<file path="config.mk">
export PLATFORM = sky130hd
export DESIGN_NAME = fpce_cell
export DESIGN_NICKNAME = d
export VERILOG_FILES = /design/src/rtl/fpce_pkg.sv /design/src/rtl/fpce_cell.sv
export SDC_FILE = /design/constraint.sdc
export NUM_CORES = 1
export LEC_CHECK = 0
export BUFFER_PORTS_ARGS = -buffer_cell sky130_fd_sc_hd__buf_4
export CAP_MARGIN = 20
export CORE_MARGIN = 5
export CORE_UTILIZATION = 51
export DETAILED_ROUTE_END_ITERATION = 10
export GPL_TIMING_DRIVEN = 0
export PLACE_DENSITY = 0.78
export SYNTH_ARGS = -nofsm -noshare
export SYNTH_HDL_FRONTEND = slang
export SYNTH_SLANG_ARGS = --single-unit
export TNS_END_PERCENT = 100
</file>
<file path="constraint.sdc">
create_clock -name clk -period 6.3 [get_ports clk]
set_clock_uncertainty 0.2 [all_clocks]
set_input_delay 0.315 -clock clk [delete_from_list [all_inputs] [get_ports clk]]
set_output_delay 0.315 -clock clk [all_outputs]
set_load 0.02 [all_outputs]
</file>
<file path="src/rtl/fpce_pkg.sv">
// Package for the planar pin-constraint evaluator: widths, CORDIC table,
// register indexes and the stage record passed along the CORDIC cell row.
package fpce_pkg;

  localparam int CordicStages = 16;
  localparam int AtanEntries  = 30;
  localparam int NumStages    = (CordicStages < AtanEntries) ? CordicStages : AtanEntries;
  localparam int StageW       = (NumStages > 1) ? $clog2(NumStages) : 1;

  localparam logic [33:0] GainStart = 34'sd652032874;

  localparam logic [2:0] RegAnchorX  = 3'd0;
  localparam logic [2:0] RegAnchorY  = 3'd1;
  localparam logic [2:0] RegTargetX  = 3'd2;
  localparam logic [2:0] RegTargetY  = 3'd3;
  localparam logic [2:0] RegStiff    = 3'd4;
  localparam logic [2:0] RegDamp     = 3'd5;

  typedef struct packed {
    logic               vld;
    logic signed [33:0] x;
    logic signed [33:0] y;
    logic signed [32:0] z;
    logic [1:0]         quad;
    logic signed [31:0] pos_x;
    logic signed [31:0] pos_y;
    logic signed [31:0] rate;
  } cordic_slot_t;

  function automatic logic signed [32:0] atan_units(input logic [4:0] i);
    logic signed [32:0] v;
    case (i)
      5'd0:  v = 33'sh020000000;  5'd1:  v = 33'sh012E4051E;
      5'd2:  v = 33'sh009FB385B;  5'd3:  v = 33'sh0051111D4;
      5'd4:  v = 33'sh0028B0D43;  5'd5:  v = 33'sh00145D7E1;
      5'd6:  v = 33'sh000A2F61E;  5'd7:  v = 33'sh000517C55;
      5'd8:  v = 33'sh00028BE53;  5'd9:  v = 33'sh000145F2F;
      5'd10: v = 33'sh0000A2F98;  5'd11: v = 33'sh0000517CC;
      5'd12: v = 33'sh000028BE6;  5'd13: v = 33'sh0000145F3;
      5'd14: v = 33'sh00000A2F9;  5'd15: v = 33'sh00000517C;
      5'd16: v = 33'sh0000028BE;  5'd17: v = 33'sh00000145F;
      5'd18: v = 33'sh000000A2F;  5'd19: v = 33'sh000000517;
      5'd20: v = 33'sh00000028B;  5'd21: v = 33'sh000000145;
      5'd22: v = 33'sh0000000A2;  5'd23: v = 33'sh000000051;
      5'd24: v = 33'sh000000028;  5'd25: v = 33'sh000000014;
      5'd26: v = 33'sh00000000A;  5'd27: v = 33'sh000000005;
      5'd28: v = 33'sh000000002;  5'd29: v = 33'sh000000001;
      default: v = '0;
    endcase
    return v;
  endfunction

endpackage

</file>
<file path="src/rtl/fpce_cell.sv">
// One CORDIC rotation cell: a single micro-rotation, registered.
// Depends on fpce_pkg.
module fpce_cell
  import fpce_pkg::*;
(
  input  logic         clk,
  input  logic         rst_n,
  input  logic         en,
  input  logic [4:0]   stage,
  input  cordic_slot_t slot_in,
  output cordic_slot_t slot_out
);

  cordic_slot_t slot_r, slot_nxt;
  logic signed [33:0] dx, dy;
  logic signed [32:0] at;

  always_comb begin
    dx = slot_in.y >>> stage;
    dy = slot_in.x >>> stage;
    at = atan_units(stage);
    slot_nxt = slot_in;
    if (!slot_in.z[32]) begin
      slot_nxt.x = slot_in.x - dx;
      slot_nxt.y = slot_in.y + dy;
      slot_nxt.z = slot_in.z - at;
    end else begin
      slot_nxt.x = slot_in.x + dx;
      slot_nxt.y = slot_in.y - dy;
      slot_nxt.z = slot_in.z + at;
    end
  end

  always_ff @(posedge clk) begin
    if (!rst_n) begin
      slot_r.vld <= 1'b0;
    end else if (en) begin
      slot_r <= slot_nxt;
    end
  end

  assign slot_out = slot_r;

endmodule

</file>
==> results.txt <==
----------------------------------------------------
[Outcome]
  Result of the run ... completed

[STA]
  Setup repair after global routing missed its margin ... true
  Max-slew violations ... 0
  Max frequency ... 162 MHz
  Number of failing hold endpoints at the final stage ... 0
  Number of endpoints failing setup at the final stage ... 0
  Crit path time final ... 6.17 ns
  Fin Hold WS ... 0.0241 ns
  Tightest slew margin relative to the limit ... 30.0%
  Share of the cycle needed by the critical path after routing ... 97.9%
  Actual slew at the worst max-slew pin ... 1.05 ns
  Final setup margin ... 0.134 ns

[Yosys]
  Mean post-synth cell area ... 10.2 um^2
  Synth top area share ... 32.8%
  Register area share after synthesis ... 32.9%
  Share of synthesized registers carrying an async set or reset ... 0%
  Cell with the most instances after synthesis ... sky130_fd_sc_hd__edfxtp_1
  Flops & latches, synth ... 200
  Count of flip-flops with a built-in enable after synthesis ... 199
  Biggest area contributors in the synthesized netlist ... sky130_fd_sc_hd__edfxtp_1, sky130_fd_sc_hd__mux4_2, sky130_fd_sc_hd__ha_1
  Number of synthesis warnings ... 0
  Synth Instances ... 1796
  Cell accounting for the most synthesized area ... sky130_fd_sc_hd__edfxtp_1
  Most common flop cell mapped by yosys ... sky130_fd_sc_hd__edfxtp_1
  Synth cell count leaders ... sky130_fd_sc_hd__edfxtp_1, sky130_fd_sc_hd__nor2_1, sky130_fd_sc_hd__a21oi_1, sky130_fd_sc_hd__nand2_1, sky130_fd_sc_hd__xnor2_1
  Synthesized cell area ... 18200 um^2
  Number of nets produced by synthesis ... 2114
  Synth cell types ... 97

[Floorplanning]
  Die outline area ... 39600 um^2
  Placeable core region ... 35400 um^2
  Starting density of the core ... 51.5%
  I/O pin count ... 408
  Die W ... 199 um
  Rows ... 69
  Height of the die ... 199 um

[Final layout]
  Share of cells above drive strength 1 ... 30.9%
  Number of flip-flops under the largest register name ... 200
  Final non-filler cell area ... 24200 um^2
  Final non-filler cell total ... 2820
  Final cell utilization of the core ... 68.4%
  Number of fill cells in the layout ... 2620
  Layout overhead on the synthesized area ... 32.7%
  Final nets ... 2664

[Setup path]
  Critical Path Sink Type ... register
  Setup CP Type ... input port to register
  Worst endpoint data arrival time ... 6.17 ns
  Critical Path Source Type ... input port
  Required time of the critical path ... 6.31 ns
  CP Max Fanout ... 10

[Drt]
  Final wirelength ... 83.6 mm
  Routed wirelength normalized by instance count ... 29.6 um
  Drt pass-1 iters ... 8
  Number of DRC markers after the initial detailed-route iteration ... 1962
  Vias post-DR ... 18700
  Remaining antenna violation count after routing ... 0
  Ratio of routed vias to standard cells ... 6.62
  Number of remaining DRC errors ... 0

[Power and ir drop]
  Total power density per cell area ... 236 nW/um^2
  Power share of the combinational group ... 48.8%
  Internal power of the cells ... 0.00342 W
  Max IR drop VDD ... 192 uV
  Sequential Power Share ... 31.0%
  Static leakage ... 9.97 nW
  Clock power frac ... 20.2%
  Switching Power ... 0.00229 W
  Switching fraction of total power ... 40.1%

[Placement]
  Worst slack, placed ... -1.52 ns
  Cell total after placement ... 2663
  Detailed Place HPWL ... 60.9 mm
  Placed cell area ... 21900 um^2
  Routability congestion estimate from global placement ... 1.07
  Number of input and output port buffers inserted ... 404

[Clock tree]
  Clk Latency, worst-skew pair ... 0.46 ns
  Clock-pin slew on the worst setup and hold paths ... 0.08 ns
  Buffer cell driving the clock tree root ... sky130_fd_sc_hd__clkbuf_16
  Number of sinks driven by the clock tree ... 200
  Maximum clock path buffer count ... 2
  Clock tree from TritonCTS ... done
  Number of levels in the clock H-tree ... 4
  TritonCTS Buffers ... 17

[Job]
  Number of violations of the max-capacitance limit ... 0

[Global route]
  Global route total overflow ... 0
  Antenna violations before repair ... 1
  Via count of the first global-routing pass ... 18600
  Pin count of the biggest net entering global routing ... 74
  First-pass GRT wire length ... 120 mm
  GRT Util Overall ... 40.5%

[Min path]
  Path type of the worst min-delay path ... input port to register

----------------------------------------------------
-- placed cells by master, fill, tap and decap left out, drive strengths merged, types with 45 or more instances in the layout --
master	count
xnor2	118
nand2	138
clkbuf	61
xor2	54
dlygate4sd3	101
mux4	91
nor3	45
o21ai	94
nor2	155
mux2i	71
inv	58
ha	107
a21oi	152
buf	489
edfxtp	199
-- through the flow --
step | setup TNS (ns) | total power [W]
3_5_place_dp | -40.54 | 0.00427
4_1_cts | 0 | 0.00549
6_report | 0 | 0.00571
3_3_place_gp | -227.29 | 0.00423
5_1_grt | -0.122 | 0.00592
2_1_floorplan | 0 | 0.00342
-- logic make-up (layout without fill, tap and decap cells) --
family | Yosys count | after routing | share of synthesized area, %
adders and majority gates | 110 | 110 | 7.67
other | 0 | 1 | 0
muxes | 187 | 187 | 16.9
buffers and inverters | 158 | 720 | 4.55
and+or+nand+nor | 493 | 493 | 13.1
AOI/OAI and AO/OA | 476 | 476 | 16.7
DFF | 200 | 200 | 32.9
xor gates and xnor gates | 172 | 172 | 8.26
-- layout make-up --
class                           count  area (um^2)  area share, %
Buffer                             99          783           3.24
Clock buffer                       18          429           1.77
Inverter                           56          210          0.868
Clock inverter                     13          141          0.584
Timing Repair Buffer              534         4300           17.8
Tap cell                          461          577           2.38
Antenna cell                        1         2.50         0.0103
Sequential cell                   200         6000           24.8
Multi-Input combinational cell   1438        11800           48.6
-- per-layer routing --
| metal | track usage (%) | vias up | share of wire [%] |
|---|---|---|---|
| met1 | 48.5 | 8965 | 35 |
| met2 | 66.9 | 1433 | 47 |
| met3 | 9.56 | 318 | 11 |
| met5 | 0 | - | 0 |
| met4 | 23.4 | 0 | 7.1 |
| li1 | - | 7946 | - |
-- final timing paths --
path | to | startpoint | slack, ns | depth (start not counted)
setup / recovery | slot_out[197]$_DFFE_PP_ | stage[2] | 0.13 | 27
hold / removal | slot_out[99]$_DFFE_PP_ | slot_in[99] | 0.02 | 2
setup reg to reg | slot_out[199]$_SDFFE_PN0P_ | slot_out[199]$_SDFFE_PN0P_ | 4.92 | 3
hold reg to reg | slot_out[199]$_SDFFE_PN0P_ | slot_out[199]$_SDFFE_PN0P_ | 0.92 | 3
-- critical path: stages --
cell and delay [ns]:
sky130_fd_sc_hd__clkbuf_4 0.20, sky130_fd_sc_hd__buf_8 0.17, sky130_fd_sc_hd__buf_6 0.20, sky130_fd_sc_hd__mux4_2 0.55, sky130_fd_sc_hd__mux2i_1 0.53, sky130_fd_sc_hd__o21ai_0 0.27, sky130_fd_sc_hd__nor2_2 0.28, sky130_fd_sc_hd__ha_2 0.25
sky130_fd_sc_hd__nand2_1 0.10, sky130_fd_sc_hd__nor3_4 0.31, sky130_fd_sc_hd__buf_4 0.17, sky130_fd_sc_hd__nand3_2 0.12, sky130_fd_sc_hd__inv_1 0.11, sky130_fd_sc_hd__a21oi_1 0.08, sky130_fd_sc_hd__xnor2_1 0.29, sky130_fd_sc_hd__ha_1 0.31
sky130_fd_sc_hd__a211oi_2 0.27, sky130_fd_sc_hd__a211oi_1 0.07, sky130_fd_sc_hd__nor2_1 0.13, sky130_fd_sc_hd__o21a_1 0.18, sky130_fd_sc_hd__o211ai_1 0.10, sky130_fd_sc_hd__buf_4 0.17, sky130_fd_sc_hd__a41oi_1 0.32, sky130_fd_sc_hd__a21oi_2 0.13
sky130_fd_sc_hd__a41oi_2 0.25, sky130_fd_sc_hd__a21oi_1 0.11, sky130_fd_sc_hd__xor2_1 0.15
-- repair_timing --
action / 4_1_cts / 5_1_grt
buffers inserted: 6 / 21
endpoints found under the setup margin: 37 / 28
hold buffers: 101 / 0
pin swaps: 8 / 22
endpoints found under the hold margin: 100 / 0
gates resized for setup: 59 / 89
-- power by group through the flow --
stage	Sequential [W]	Combinational, W	Clock, W
floorplan	0.00199	0.00143	0
global placement	0.00179	0.00244	0
detailed placement	0.00178	0.00249	0
CTS	0.00176	0.00261	0.00113
global route	0.00178	0.00293	0.00120
finish	0.00177	0.00279	0.00116
Note: power is estimated with default switching activity, not from simulation.
